[config.mk]
export PLATFORM = sky130hd
export DESIGN_NAME = kway_merge_priority_queue
export DESIGN_NICKNAME = d
export VERILOG_FILES = /design/src/hw/rtl/kmpq_pkg.sv /design/src/hw/rtl/kmpq_cell.sv /design/src/hw/rtl/kway_merge_priority_queue.sv
export SDC_FILE = /design/constraint.sdc
export NUM_CORES = 1
export LEC_CHECK = 0
export ABC_AREA = 1
export BUFFER_PORTS_ARGS = -buffer_cell sky130_fd_sc_hd__buf_4
export CORE_UTILIZATION = 53
export DETAILED_ROUTE_END_ITERATION = 7
export PLACE_DENSITY = 0.7
export SLEW_MARGIN = 20
export SYNTH_ARGS = -nofsm -noshare
export SYNTH_HDL_FRONTEND = slang
export SYNTH_SLANG_ARGS = --single-unit
[constraint.sdc]
create_clock -name clock -period 8.7 [get_ports clock]
set_clock_uncertainty 0.15 [all_clocks]
set_input_delay 0.87 -clock clock [delete_from_list [all_inputs] [get_ports clock]]
set_output_delay 0.87 -clock clock [all_outputs]
set_load 0.02 [all_outputs]
[src/hw/rtl/kmpq_pkg.sv]
// Shared types, sizes and the ordering function of the k-way merge priority queue.
// Used by kmpq_cell and kway_merge_priority_queue; depends on nothing else.
package kmpq_pkg;

   localparam int WAYS       = 8;
   localparam int VALUE_BITS = 32;
   localparam int FIELD_BITS = 32;
   localparam int WAY_BITS   = 3;

   localparam logic KIND_HEAD   = 1'b0;
   localparam logic KIND_REFILL = 1'b1;

   typedef struct packed {
      logic                         kind;
      logic [WAY_BITS-1:0]          way;
      logic signed [FIELD_BITS-1:0] value;
      logic                         ended;
      logic                         last_head;
   } req_type;

   typedef struct packed {
      logic signed [FIELD_BITS-1:0] min_value;
      logic [WAY_BITS-1:0]          from_way;
      logic                         done_res;
   } rsp_type;

   typedef struct packed {
      logic                         valid;
      logic signed [VALUE_BITS-1:0] value;
      logic [WAY_BITS-1:0]          way;
   } entry_type;

   // Broadcast to every cell: insert a key in order, or remove the entry of a way.
   typedef struct packed {
      logic                         ins;
      logic                         rem;
      logic [WAY_BITS-1:0]          way;
      logic signed [VALUE_BITS-1:0] value;
   } cell_cmd_type;

   typedef enum logic [2:0] {
      ST_IDLE   = 3'b001,
      ST_INSERT = 3'b010,
      ST_POP    = 3'b100
   } state_type;

   // a leaves before b: smaller signed value, or equal value and lower way
   function automatic logic leaves_first(
      input logic signed [VALUE_BITS-1:0] a_value,
      input logic [WAY_BITS-1:0]          a_way,
      input logic signed [VALUE_BITS-1:0] b_value,
      input logic [WAY_BITS-1:0]          b_way
   );
      if (a_value != b_value) begin
         return a_value < b_value;
      end
      return a_way < b_way;
   endfunction

endpackage

[src/hw/rtl/kmpq_cell.sv]
// One cell of the sorted register chain: holds a single (value, way) entry.
// Depends on kmpq_pkg; chained left to right by kway_merge_priority_queue.
module kmpq_cell (
   input  logic                   clock,
   input  logic                   reset,
   input  kmpq_pkg::cell_cmd_type cmd,
   input  kmpq_pkg::entry_type    left_ent,
   input  logic                   left_lt,
   input  logic                   left_shift,
   input  kmpq_pkg::entry_type    right_ent,
   output kmpq_pkg::entry_type    ent,
   output logic                   lt_out,
   output logic                   shift_out
);

   kmpq_pkg::entry_type ent_ff;
   kmpq_pkg::entry_type ent_in;
   kmpq_pkg::entry_type key_ent;
   logic                match;

   assign match     = cmd.rem && ent_ff.valid && (ent_ff.way == cmd.way);
   assign shift_out = left_shift || match;
   assign lt_out    = cmd.ins && (!ent_ff.valid ||
                      kmpq_pkg::leaves_first(cmd.value, cmd.way, ent_ff.value, ent_ff.way));

   always_comb begin
      key_ent.valid = 1'b1;
      key_ent.value = cmd.value;
      key_ent.way   = cmd.way;
      ent_in        = ent_ff;
      if (cmd.rem) begin
         // close the gap: take the right neighbour from the removed entry onwards
         if (shift_out) begin
            ent_in = right_ent;
         end
      end else if (cmd.ins) begin
         if (lt_out) begin
            ent_in = left_lt ? left_ent : key_ent;
         end
      end
   end

   always_ff @(posedge clock) begin
      if (reset) begin
         ent_ff.valid <= 1'b0;
      end else begin
         ent_ff.valid <= ent_in.valid;
      end
      ent_ff.value <= ent_in.value;
      ent_ff.way   <= ent_in.way;
   end

   assign ent = ent_ff;

endmodule

[src/hw/rtl/kway_merge_priority_queue.sv]
// K-way merge of ascending streams through a chain of sorted register cells.
// Depends on kmpq_pkg and kmpq_cell.
//
// Usage: req_ carries one item per transfer (valid/stall). Head loads (kind 0)
// place each stream's first element; the head flagged last_head starts the
// merge and yields the smallest value on rsp_. Each refill (kind 1) brings the
// next element of the way just emitted, after which the next minimum follows,
// or a done result once every way has ended.
// Sequence: a refill does an ordered insert across the cell chain, then a pop of
// the head cell into the output register; a head load removes any old entry of
// that way, then inserts the head unless it is ended, then pops when it is the
// last head. The result appears on rsp_ the cycle after the pop.
// req_stall is high while an insert or pop of the last item is still pending.
// A stalled result holds in the output register; the next item is still taken,
// and only its pop waits until the output register is free.
// Reset empties the chain (valid flags cleared) and ends any merge in progress.
module kway_merge_priority_queue (
   input  logic              clock,
   input  logic              reset,
   input  logic              req_valid,
   output logic              req_stall,
   input  kmpq_pkg::req_type req_data,
   output logic              rsp_valid,
   input  logic              rsp_stall,
   output kmpq_pkg::rsp_type rsp_data
);

   typedef struct packed {
      logic signed [kmpq_pkg::VALUE_BITS-1:0] value;
      logic [kmpq_pkg::WAY_BITS-1:0]          way;
      logic                                   last;
   } hold_type;

   kmpq_pkg::state_type            state_ff, state_in;
   logic                           merging_ff, merging_in;
   logic [kmpq_pkg::WAY_BITS-1:0]  pending_ff, pending_in;
   hold_type                       hold_ff, hold_in;
   logic                           rsp_valid_ff, rsp_valid_in;
   kmpq_pkg::rsp_type              rsp_data_ff, rsp_data_in;

   kmpq_pkg::cell_cmd_type         cmd;
   kmpq_pkg::entry_type            ent_q   [kmpq_pkg::WAYS];
   kmpq_pkg::entry_type            left_e  [kmpq_pkg::WAYS];
   kmpq_pkg::entry_type            right_e [kmpq_pkg::WAYS];
   logic                           lt_q    [kmpq_pkg::WAYS];
   logic                           shift_q [kmpq_pkg::WAYS];
   logic                           left_lt [kmpq_pkg::WAYS];
   logic                           left_sh [kmpq_pkg::WAYS];

   logic                                   req_fire;
   logic                                   way_ok;
   logic                                   load;
   logic signed [kmpq_pkg::VALUE_BITS-1:0] ext_value;

   assign req_stall = (state_ff != kmpq_pkg::ST_IDLE);
   assign req_fire  = req_valid && !req_stall;
   assign way_ok    = (32'(req_data.way) < 32'(kmpq_pkg::WAYS));
   assign ext_value = kmpq_pkg::VALUE_BITS'(req_data.value);

   for (genvar i = 0; i < kmpq_pkg::WAYS; i++) begin : g_cell
      if (i == 0) begin : g_first
         assign left_e[i]  = '0;
         assign left_lt[i] = 1'b0;
         assign left_sh[i] = 1'b0;
      end else begin : g_inner
         assign left_e[i]  = ent_q[i-1];
         assign left_lt[i] = lt_q[i-1];
         assign left_sh[i] = shift_q[i-1];
      end
      if (i == kmpq_pkg::WAYS - 1) begin : g_end
         assign right_e[i] = '0;
      end else begin : g_mid
         assign right_e[i] = ent_q[i+1];
      end
      kmpq_cell u_cell (
         .clock      (clock),
         .reset      (reset),
         .cmd        (cmd),
         .left_ent   (left_e[i]),
         .left_lt    (left_lt[i]),
         .left_shift (left_sh[i]),
         .right_ent  (right_e[i]),
         .ent        (ent_q[i]),
         .lt_out     (lt_q[i]),
         .shift_out  (shift_q[i])
      );
   end

   always_comb begin
      state_in    = state_ff;
      merging_in  = merging_ff;
      pending_in  = pending_ff;
      hold_in     = hold_ff;
      cmd         = '0;
      load        = 1'b0;
      rsp_data_in = rsp_data_ff;
      unique case (state_ff)
         kmpq_pkg::ST_IDLE: begin
            if (req_fire) begin
               if (req_data.kind == kmpq_pkg::KIND_HEAD && !merging_ff) begin
                  // drop any earlier head of this way before the new one goes in
                  cmd.rem       = way_ok;
                  cmd.way       = req_data.way;
                  hold_in.value = ext_value;
                  hold_in.way   = req_data.way;
                  hold_in.last  = req_data.last_head;
                  if (req_data.last_head) begin
                     merging_in = 1'b1;
                  end
                  if (way_ok && !req_data.ended) begin
                     state_in = kmpq_pkg::ST_INSERT;
                  end else if (req_data.last_head) begin
                     state_in = kmpq_pkg::ST_POP;
                  end
               end else if (req_data.kind == kmpq_pkg::KIND_REFILL && merging_ff) begin
                  cmd.ins   = !req_data.ended;
                  cmd.way   = pending_ff;
                  cmd.value = ext_value;
                  state_in  = kmpq_pkg::ST_POP;
               end
            end
         end
         kmpq_pkg::ST_INSERT: begin
            cmd.ins   = 1'b1;
            cmd.way   = hold_ff.way;
            cmd.value = hold_ff.value;
            state_in  = hold_ff.last ? kmpq_pkg::ST_POP : kmpq_pkg::ST_IDLE;
         end
         kmpq_pkg::ST_POP: begin
            // hold until the output register is free
            if (!rsp_valid_ff || !rsp_stall) begin
               load     = 1'b1;
               state_in = kmpq_pkg::ST_IDLE;
               if (ent_q[0].valid) begin
                  rsp_data_in.min_value = kmpq_pkg::FIELD_BITS'($unsigned(ent_q[0].value));
                  rsp_data_in.from_way  = ent_q[0].way;
                  rsp_data_in.done_res  = 1'b0;
                  cmd.rem               = 1'b1;
                  cmd.way               = ent_q[0].way;
                  pending_in            = ent_q[0].way;
               end else begin
                  rsp_data_in = '0;
                  rsp_data_in.done_res = 1'b1;
                  merging_in  = 1'b0;
               end
            end
         end
         default: begin
            state_in = kmpq_pkg::ST_IDLE;
         end
      endcase
   end

   assign rsp_valid_in = load || (rsp_valid_ff && rsp_stall);

   always_ff @(posedge clock) begin
      if (reset) begin
         state_ff     <= kmpq_pkg::ST_IDLE;
         merging_ff   <= 1'b0;
         pending_ff   <= '0;
         rsp_valid_ff <= 1'b0;
      end else begin
         state_ff     <= state_in;
         merging_ff   <= merging_in;
         pending_ff   <= pending_in;
         rsp_valid_ff <= rsp_valid_in;
      end
      hold_ff <= hold_in;
      if (load) begin
         rsp_data_ff <= rsp_data_in;
      end
   end

   assign rsp_valid = rsp_valid_ff;
   assign rsp_data  = rsp_data_ff;

   // an ordered insert never pushes a live entry off the end of the chain
   a_no_overflow: assert property (@(posedge clock) disable iff (reset)
      cmd.ins |-> !(lt_q[kmpq_pkg::WAYS-1] && ent_q[kmpq_pkg::WAYS-1].valid))
      else $error("insert dropped a valid entry");

   // popping a live head shifts the whole chain
   a_pop_shifts: assert property (@(posedge clock) disable iff (reset)
      (load && ent_q[0].valid) |-> shift_q[kmpq_pkg::WAYS-1])
      else $error("pop did not shift the chain");

   // a done result ends the merge with an empty chain
   a_done_empty: assert property (@(posedge clock) disable iff (reset)
      (load && !ent_q[0].valid) |=> (!merging_ff && !ent_q[0].valid))
      else $error("done result left the merge running");

   // the popped way is gone from the head cell
   a_pop_gone: assert property (@(posedge clock) disable iff (reset)
      (load && ent_q[0].valid) |=> !(ent_q[0].valid && ent_q[0].way == pending_ff))
      else $error("popped way still at the head");

   // a pop waits while a stalled result occupies the output register
   a_pop_waits: assert property (@(posedge clock) disable iff (reset)
      (state_ff == kmpq_pkg::ST_POP && rsp_valid_ff && rsp_stall) |=>
      (state_ff == kmpq_pkg::ST_POP))
      else $error("pop overtook a stalled result");

endmodule
; Word level (Yosys, flattened, before mapping)
; Cells that the tools add are included.
[word_totals]
ff_bits = 368
latch_bits = 0
ramBits = 0
mem_bits_ro = 0
inputBits = 42
memories = 0
[classes]
addsub = 0
mul = 0
div_mod_pow = 0
order_cmp = 16
eq_ne = 35
shifts = 0
n_mux = 93
n_bitwise = 1
n_reduce_logical = 81
[ops]
columns = op, n
row1 = $mux W36, 39
row2 = $lt A32 B32 Y1, 8
row3 = $ne A32 B32 Y1, 8
row4 = $pmux W32 S2, 1
row5 = $mux W37, 1
row6 = $mux W1, 35
row7 = $mux W35, 1
row8 = $reduce_and A3 Y1, 11
row9 = $mux W32, 1
row10 = $logic_and A1 B1 Y1, 28
row11 = $eq A3 B3 Y1, 8
row12 = $lt A3 B3 Y1, 8
row13 = $mux W3, 8
row14 = $reduce_bool A2 Y1, 10
row15 = $pmux W3 S3, 2
row16 = $logic_or A1 B1 Y1, 17
row17 = $ne A2 B1 Y1 const B, 8
row18 = $logic_not A1 Y1, 13
row19 = $ne A2 B2 Y1 const B, 5
row20 = $mux W4, 2
row21 = $pmux W1 S2, 3
row22 = $reduce_and A6 Y1, 1
row23 = $ne A4 B4 Y1 const B, 1
row24 = $reduce_and A4 Y1, 1
row25 = other kinds (6), 6

; Longest topological paths before layout
; Gate-level depths: netlist of the first run.
[logic_depth]
ltp_word = 16
mapped_depth = 30
depth_no_buf = 28

; Hierarchy
; From an unflattened synthesis of the first run, not the netlist that was laid out.
[hier_totals]
cells_unflattened = 3272
area_unflattened_um2 = 26289.0
[by_module_without_submodules]
columns = mod, instances, cells_each, area_per_inst_um2
row1 = kmpq_cell at g_cell[0].u_cell ..., 7, 366, 2851.5
row2 = kway_merge_priority_queue, 1, 344, 3485.8
row3 = kmpq_cell at g_cell[2].u_cell, 1, 366, 2842.7

; Worst setup path before layout of the first run
; Ideal clock, no wire load.
[synth_timing]
path_type = input-to-reg
from = in req_data[37] in the netlist's numbering
to = reg g_cell[6].u_cell.ent_ff (netlist bit g_cell[6].u_cell.ent[0]) (enable)
setup_ps = 481
arrival_ps = 6042
setup_slack_ps = 2027
stages = 15
path_buffers = 1
cell_sequence = inv_1 ha_1 nand2_2 inv_1 a221oi_2 inv_1 ha_1 a21oi_1 o21ai_0 o21ai_1 inv_1 nand2_1 nand2_2 buf_4 a21boi_0
[synth_between]
elab_chain_len = 15
elab_cells_between_ends = 53
[synth_lines]
columns = item, line
row1 = from (decl), kway_merge_priority_queue.sv:22  ; input kmpq_pkg::req_type req_data,
row2 = $logic_and A1 B1 Y1 / $not A1 Y1 (equally long branches), "kway_merge_priority_queue.sv:115, kway_merge_priority_queue.sv:100"
row3 = $mux W35 / $logic_and A1 B1 Y1 (equally long branches), "kway_merge_priority_queue.sv:115, kway_merge_priority_queue.sv:100"
row4 = $mux W3 / $mux W1 (equally long branches), kway_merge_priority_queue.sv:100  ; if (req_data.kind == kmpq_pkg::KIND_HEAD && !merging_ff) begin
row5 = $mux W37 *, kway_merge_priority_queue.sv:99  ; if (req_fire) begin
row6 = "parallel branches: the longest is 10 deep, another holds $lt A32 B32 Y1", --
row7 = $reduce_and A3 Y1 (no line) *, --
row8 = to (decl), kmpq_cell.sv:16  ; kmpq_pkg::entry_type ent_ff;
; Mark *: on every way between the ends. The select of a mux whose other input is x is not followed.
; A chain may end at the register's enable or synchronous reset.

; Final worst setup path of the first run
[layout_timing]
from = in req_data[37] in the netlist's numbering
to = reg g_cell[4].u_cell.ent_ff (netlist bit g_cell[4].u_cell.ent[17]) (enable)
[layout_between]
elab_chain_len = 13
elab_cells_between_ends = 45
[layout_lines]
columns = item, line
row1 = $logic_and A1 B1 Y1 / $not A1 Y1 (equally long branches), "kway_merge_priority_queue.sv:115, kway_merge_priority_queue.sv:100"
row2 = $mux W35 / $logic_and A1 B1 Y1 (equally long branches), "kway_merge_priority_queue.sv:115, kway_merge_priority_queue.sv:100"
row3 = $mux W3 / $mux W1 (equally long branches), kway_merge_priority_queue.sv:100
row4 = $mux W37 *, kway_merge_priority_queue.sv:99
row5 = "parallel branches: the longest is 8 deep, another holds $lt A32 B32 Y1", --
row6 = $reduce_and A3 Y1 (no line) *, --
row7 = to (decl), kmpq_cell.sv:16
; Marks and branches as above.

==> metrics.md, run 1 <==
| Metric | Value |
|---|---|
| Outcome | `complete, no violations` |
| Antenna-violating nets left | `0` |
| Critical path endpoint | `g_cell[4].u_cell.ent[17]$_DFFE_PP_` |
| Inserted Diodes | `0` |
| Critical setup path kind | `in -> reg` |
| Final Core Density | `59.22%` |
| Hold Path Class | `in -> reg` |
| Via count | `18810` |
| CTS Sinks | `368` |
| CTS hold repair buffers | `0` |
| F_max | `175.8 MHz` |
| Yosys warns | `0` |
| Sequential power share | `44.8%` |
| Post-synth net total | `2926` |
| Rel. slew slack | `27.01%` |
| First-iteration detailed-routing DRC count | `1425` |
| TritonCTS clock tree | `yes` |
| CTS buffer count | `42` |
| Pin count of the biggest net entering global routing | `97` |
| Fin crit share | `65.37%` |
| Resize count post-CTS | `0` |
| Die area | `45950 sq um` |
| Area delta synth->final | `9.789%` |
| Global-route usage over all layers | `27.27%` |
| CP max-delay cell | `a21oi_4` |
| Worst Path Arrival | `5.80 ns` |
| Worst Path Max Fanout | `70` |
| Die height | `214.4 um` |
| Worst setup SP type | `input port` |
| Syn Area/Cell | `9.186 sq um` |
| Share of cells above drive strength 1 | `8.616%` |
| Switching share of total power | `32.73%` |
| # rows | `77` |
| Antenna violations before repair | `0` |
| DRC viols | `0` |
| Most common cell after layout, fill and taps aside | `nand2_1` |
| Critical Path RT | `8.82 ns` |
| Reg-to-Reg Start | `merging_ff$_SDFFE_PP0P_` |
| Die W | `214.4 um` |
| Hold Vio Cnt, Final | `0` |
| Final HPWL DP | `45.13 mm` |
| Seq/Total Area, Yosys | `45.56%` |
| Core box area | `44320 sq um` |
| Final max-slew violation count | `0` |
| Cell count of the worst reg-to-reg path | `24` |
| Final setup viols | `0` |
| Initial Utilization | `53.94%` |
| I/O pins | `80` |
| GPL Wtd Cong | `0.9073` |
| Crit path capture type | `register` |
| Synth cell types | `52` |
| WHS | `0.3277 ns` |
| WL/cell | `19.27 um` |
| Gate power share | `24.3%` |
| Clock power share | `30.9%` |
| Int Power | `3.647 mW` |
| Vias per Instance | `5.747` |
| Post-synthesis cell area | `23900 sq um` |
| TNS Setup | `0 ns` |
| Leading cell types in the layout, fill and taps excluded | `633 x nand2_1, 417 x inv_1, 352 x edfxtp_1, 282 x ha_1, 159 x o221ai_1` |
| Yosys reg bits | `368` |
| Worst VDD drop | `180.3 uV` |
| First-pass GRT wire length | `99.77 mm` |
| # port buffers | `79` |
| Crit path from | `req_data[37]` |
| Total wire length | `63.07 mm` |
| RSZ-0062 raised after global routing | `no` |
| Most frequent cell on the critical path | `nand2_1` |
| Gate Count Post-Synth | `2602` |
| Pleak | `12.31 nW` |
| NetSw | `1.775 mW` |
| Layout Nets | `2975` |
| Skew-Pair Late Insertion Delay | `0.58 ns` |
| Fillers | `3803` |
| Clk root buf | `clkbuf_16` |
| Power density cells | `206.6 nW/um^2` |
| RR Endpoint | `g_cell[4].u_cell.ent[17]$_DFFE_PP_` |
| Clock transition at path regs | `0.06 ns` |
| Setup slack, reg-to-reg | `3.03 ns` |
| Maximum clock insertion buffer count | `3` |
| Max-cap violation count | `0` |
| Level count of the clock H-tree | `2` |
| Fin crit period | `5.687 ns` |
| Max incr delay on CP | `0.90 ns` |
| Via count of the first global-routing pass | `18770` |
| TritonRoute pass-1 iters | `8` |
| Grt ovf | `0` |
| Postcts setup bufs | `0` |
| Actual slew at the worst max-slew pin | `1.095 ns` |
## worst max-delay path, delay by kind of cell
kind,cells,cell delay (ns)
compound gates,3,1.31
fa+ha+maj,2,0.55
buf+inv,7,1.64
simple gates,13,1.35
## power by group through the flow
stage	clock [mW]	sequential, mW	combinational (mW)
finish	1.68	2.43	1.32
global route	1.76	2.45	1.47
CTS	1.69	2.43	1.31
detailed placement	0	2.46	1.30
global placement	0	2.45	1.25
floorplan	0	2.45	0.882
## cell families after synthesis
| logic type | share of synthesized area, % |
|---|---|
| fa+ha+maj | 14.76 |
| buf+inv | 9.071 |
| compound gates | 15.28 |
| simple gates | 15.28 |
| flops | 45.56 |
| mux | 0.04188 |
## sequential cells by signal (all words and copies together), names as in the netlist
register	cells
g_cell.u_cell.ent	288
hold_ff	36
merging_ff	1
pending_ff	3
rsp_data	36
rsp_valid	1
state_ff	3
## synth_stat cells, drive strengths merged
| cell type | instances | area, sq um |
|---|---|---|
| a31oi | 1 | 12.51 |
| clkinv | 1 | 3.750 |
| and2 | 1 | 6.260 |
| nor3 | 7 | 35.03 |
| a21o | 6 | 45.04 |
| a32oi | 1 | 8.760 |
| mux2i | 1 | 10.01 |
| nor3b | 1 | 12.51 |
| a211oi | 4 | 30.03 |
| a21boi | 3 | 22.52 |
| a221oi | 4 | 53.80 |
| nand3 | 61 | 327.8 |
| nand3b | 4 | 30.03 |
| ha | 282 | 3528 |
| nand4 | 26 | 175.2 |
| edfxtp | 352 | 10570 |
| o22ai | 1 | 6.260 |
| o211ai | 22 | 165.2 |
| buf | 73 | 435.4 |
| and3 | 1 | 6.260 |
| o221ai | 159 | 1393 |
| nor4b | 1 | 8.760 |
| o21bai | 2 | 15.01 |
| dfxtp | 16 | 320.3 |
| o21ai | 146 | 730.7 |
| a22oi | 31 | 232.7 |
| nand2 | 653 | 2536 |
| o21a | 17 | 127.6 |
| nor2 | 98 | 436.7 |
| clkbuf | 23 | 87.58 |
| inv | 436 | 1642 |
| nor4 | 6 | 77.58 |
| a21oi | 162 | 810.8 |
## worst min path at each step
stage,startpoint,end,slack [ns],depth (start not counted)
after floorplan,g_cell[5].u_cell.ent[35]$_SDFFE_PP0P_,g_cell[5].u_cell.ent[35]$_SDFFE_PP0P_,0.32,2
after global placement,rsp_valid$_SDFF_PP0_,rsp_valid$_SDFF_PP0_,0.32,2
after detailed placement,rsp_valid$_SDFF_PP0_,rsp_valid$_SDFF_PP0_,0.34,2
after CTS,req_data[32],hold_ff[34]$_DFFE_PP_,0.32,1
after global routing,req_data[23],hold_ff[25]$_DFFE_PP_,0.32,1
final,req_data[20],hold_ff[22]$_DFFE_PP_,0.33,1
## cell type report
type	count	area [sq um]	share of cell area, %
clock buffers	53	1156	4.405
repair buffers	101	778.2	2.966
clock inverters	21	98.84	0.3767
flip-flops and latches	368	10890	41.50
well taps	592	740.7	2.823
multi-input cells	1701	10930	41.64
inverters	437	1650	6.289
## routing by layer
metal  track usage [%]  wire, um  vias up
met5                 0         0        -
met4             9.619      1907        0
met3             3.730      3139      135
met2             49.15     32120      598
met1             33.23     25900     8895
li1                  -         -     9183
## stage by stage
step | area (sq um) | worst slack (ns) | instances | total power, mW
finish | 26240 | 3.013 | 3273 | 5.422
detailed placement | 24960 | 2.459 | 3198 | 3.761
CTS | 26220 | 3.052 | 3272 | 5.428
floorplan | 23900 | 2.027 | 2602 | 3.336
global placement | 24960 | 2.560 | 3198 | 3.704
global route | 26240 | 2.556 | 3273 | 5.684
No activity file was read; power rests on OpenSTA's default activity.
==> inputs of run 2 (changes only) <==
PLACE_DENSITY = 0.72   (was 0.7)
clock period = 5.2 ns   (was 8.7 ns; I/O delays follow)
==> metrics.md, run 2 (synthesis gave the netlist of run 1 again) <==
| Metric | Value |
|---|---|
| Outcome | `complete, no violations (unchanged)` |
| Most common cell after layout, fill and taps aside | `nand2_1 (unchanged)` |
| GPL Wtd Cong | `0.8997 (was 0.9073)` |
| WHS | `0.04296 ns (was 0.3277 ns)` |
| Critical Path RT | `5.36 ns (was 8.82 ns)` |
| Hold Vio Cnt, Final | `0 (unchanged)` |
| Worst Path Arrival | `4.62 ns (was 5.80 ns)` |
| First-pass GRT wire length | `102.8 mm (was 99.77 mm)` |
| Final WS setup | `0.7428 ns (was 3.013 ns)` |
| RR Endpoint | `g_cell[1].u_cell.ent[25]$_DFFE_PP_ (was g_cell[4].u_cell.ent[17]$_DFFE_PP_)` |
| Hold Crit Start | `reset (was req_data[20])` |
| Maximum clock insertion buffer count | `3 (unchanged)` |
| Antenna violations before repair | `0 (unchanged)` |
| F_max | `224.4 MHz` |
| # port buffers | `79 (unchanged)` |
| Clock transition at path regs | `0.06 ns (about the same)` |
| Area delta synth->final | `12.92% (was 9.789%)` |
| Critical setup path kind | `reg -> reg (was in -> reg)` |
| Fin crit period | `4.457 ns` |
| WL/cell | `19.28 um (was 19.27 um)` |
| Hold endpoint | `state_ff[1]$_SDFFE_PP0P_ (was hold_ff[22]$_DFFE_PP_)` |
| Total wire length | `64.16 mm (was 63.07 mm)` |
| Pleak | `12.66 nW (was 12.31 nW)` |
| Share of cells above drive strength 1 | `9.137% (was 8.616%)` |
| TritonRoute pass-1 iters | `8 (unchanged)` |
| Die W | `214.4 um (unchanged)` |
| Worst slack, placed | `0.5242 ns (was 2.459 ns)` |
| Antenna-violating nets left | `0 (unchanged)` |
| Skew-Pair Late Insertion Delay | `0.58 ns (about the same)` |
| Inserted Diodes | `0 (unchanged)` |
| Fin crit share | `85.71%` |
| Layout Nets | `3032 (was 2975)` |
| Setup slack, reg-to-reg | `0.74 ns (was 3.03 ns)` |
| I/O pins | `80 (unchanged)` |
| Cell count of the worst reg-to-reg path | `24 (unchanged)` |
| Hold Path Depth | `2 (was 1)` |
| Global-route usage over all layers | `27.87% (was 27.27%)` |
| # rows | `77 (unchanged)` |
| Leading cell types in the layout, fill and taps excluded | `633 x nand2_1, 417 x inv_1, 352 x edfxtp_1, 282 x ha_1, 159 x o221ai_1 (unchanged)` |
| First-iteration detailed-routing DRC count | `1741 (was 1425)` |
| Actual slew at the worst max-slew pin | `1.086 ns (was 1.095 ns)` |
| Resize count post-CTS | `0 (unchanged)` |
| RSZ-0062 raised after global routing | `no (unchanged)` |
| Worst VDD drop | `505.2 uV (was 180.3 uV)` |
| Grt ovf | `0 (unchanged)` |
| Worst setup SP type | `register (was input port)` |
| Initial Utilization | `53.94% (unchanged)` |
| Via count | `19480 (was 18810)` |
| Reg-to-Reg Start | `merging_ff$_SDFFE_PP0P_ (unchanged)` |
| Hold Path Class | `in -> reg (unchanged)` |
| CTS buffer count | `41 (was 42)` |
| Final setup viols | `0 (unchanged)` |
| Pin count of the biggest net entering global routing | `203 (was 97)` |
| Level count of the clock H-tree | `2 (unchanged)` |
| Die area | `45950 sq um (unchanged)` |
| Clk root buf | `clkbuf_16 (unchanged)` |
| Via count of the first global-routing pass | `19780 (was 18770)` |
| Rel. slew slack | `27.61% (was 27.01%)` |
| Vias per Instance | `5.853 (was 5.747)` |
| Worst Path Max Fanout | `53 (was 70)` |
| Max FFs per register | `288 (unchanged)` |
| Final max-slew violation count | `0 (unchanged)` |
| DRC viols | `0 (unchanged)` |
| Crit path capture type | `register (unchanged)` |
| CTS Sinks | `368 (unchanged)` |
| Core box area | `44320 sq um (unchanged)` |
| Final HPWL DP | `45.28 mm (was 45.13 mm)` |
| TritonCTS clock tree | `yes (unchanged)` |
| Final Core Density | `60.90% (was 59.22%)` |
| Max-cap violation count | `0 (unchanged)` |
| Power density cells | `344.2 nW/um^2 (was 206.6 nW/um^2)` |
| Die height | `214.4 um (unchanged)` |
==> run 2: layer usage <==
layer | track usage [%] | up-vias | share of wire (%)
met5 | 0 | - | 0
met4 | 12.17 | 0 | 3.6
met3 | 2.908 | 171 | 5.2
met2 | 49.08 | 714 | 50
met1 | 34.63 | 9287 | 42
li1 | - | 9308 | -
==> run 2: area by class of cell <==
type | count | area (sq um)
clock buffer | 46 | 1087
fill | 3668 | 17330
timing repair buffer | 159 | 1484
sequential | 368 | 10890
multi-input combinational | 1701 | 10930
clock inverter | 25 | 210.2
tap | 592 | 740.7
inverter | 437 | 1650
==> run 2: how the worst max path moves through the flow <==
stage,startpoint,endpoint,slack [ns]
after floorplan,req_data[37],g_cell[4].u_cell.ent[0]$_DFFE_PP_,-0.28
after global placement,req_data[37],g_cell[1].u_cell.ent[19]$_DFFE_PP_,0.70
after detailed placement,req_data[37],g_cell[1].u_cell.ent[21]$_DFFE_PP_,0.52
after CTS,merging_ff$_SDFFE_PP0P_,g_cell[1].u_cell.ent[25]$_DFFE_PP_,0.82
after global routing,merging_ff$_SDFFE_PP0P_,g_cell[1].u_cell.ent[20]$_DFFE_PP_,0.40
final,merging_ff$_SDFFE_PP0P_,g_cell[1].u_cell.ent[25]$_DFFE_PP_,0.74
==> run 2: critical path: stages, from the launching register on <==
cell and delay, ns:
dfxtp_1 0.32, inv_1 0.06, ha_1 0.16, inv_1 0.07, nand2_1 0.05, inv_1 0.06, nand2_1 0.08, inv_2 0.04
buf_12 0.16, a22oi_1 0.25, inv_1 0.30, ha_1 0.38, nand2_1 0.08, nor3_1 0.52, nand2_1 0.11, nand2_1 0.09
nand2_1 0.08, nand2_1 0.09, nand2_1 0.07, nand3_2 0.08, nand2_4 0.10, nand2_4 0.51, nand2_1 0.12, o21ai_1 0.11
nand2_1 0.08
==> run 2: what timing repair did <==
action | 4_1_cts | 5_1_grt
buffers inserted | 0 | 0
endpoints found under the hold margin | 36 | 0
hold buffers | 36 | 0
==> run 2: report_power, final <==
group          switching [mW]  total (mW)  internal (mW)
combinational            1.58        2.31          0.724
clock                    1.23        2.92           1.69
sequential              0.189        4.06           3.88
total                    3.00        9.29           6.29
==> run 2: through the flow <==
stage	total power, mW	std cells	cell area, sq um	TNS [ns]
2_1_floorplan	5.576	2602	23920	-18.63
3_3_place_gp	6.257	3221	25330	0
3_5_place_dp	6.363	3221	25330	0
4_1_cts	9.292	3328	26990	0
5_1_grt	9.703	3328	26990	0
6_report	9.290	3328	26990	0
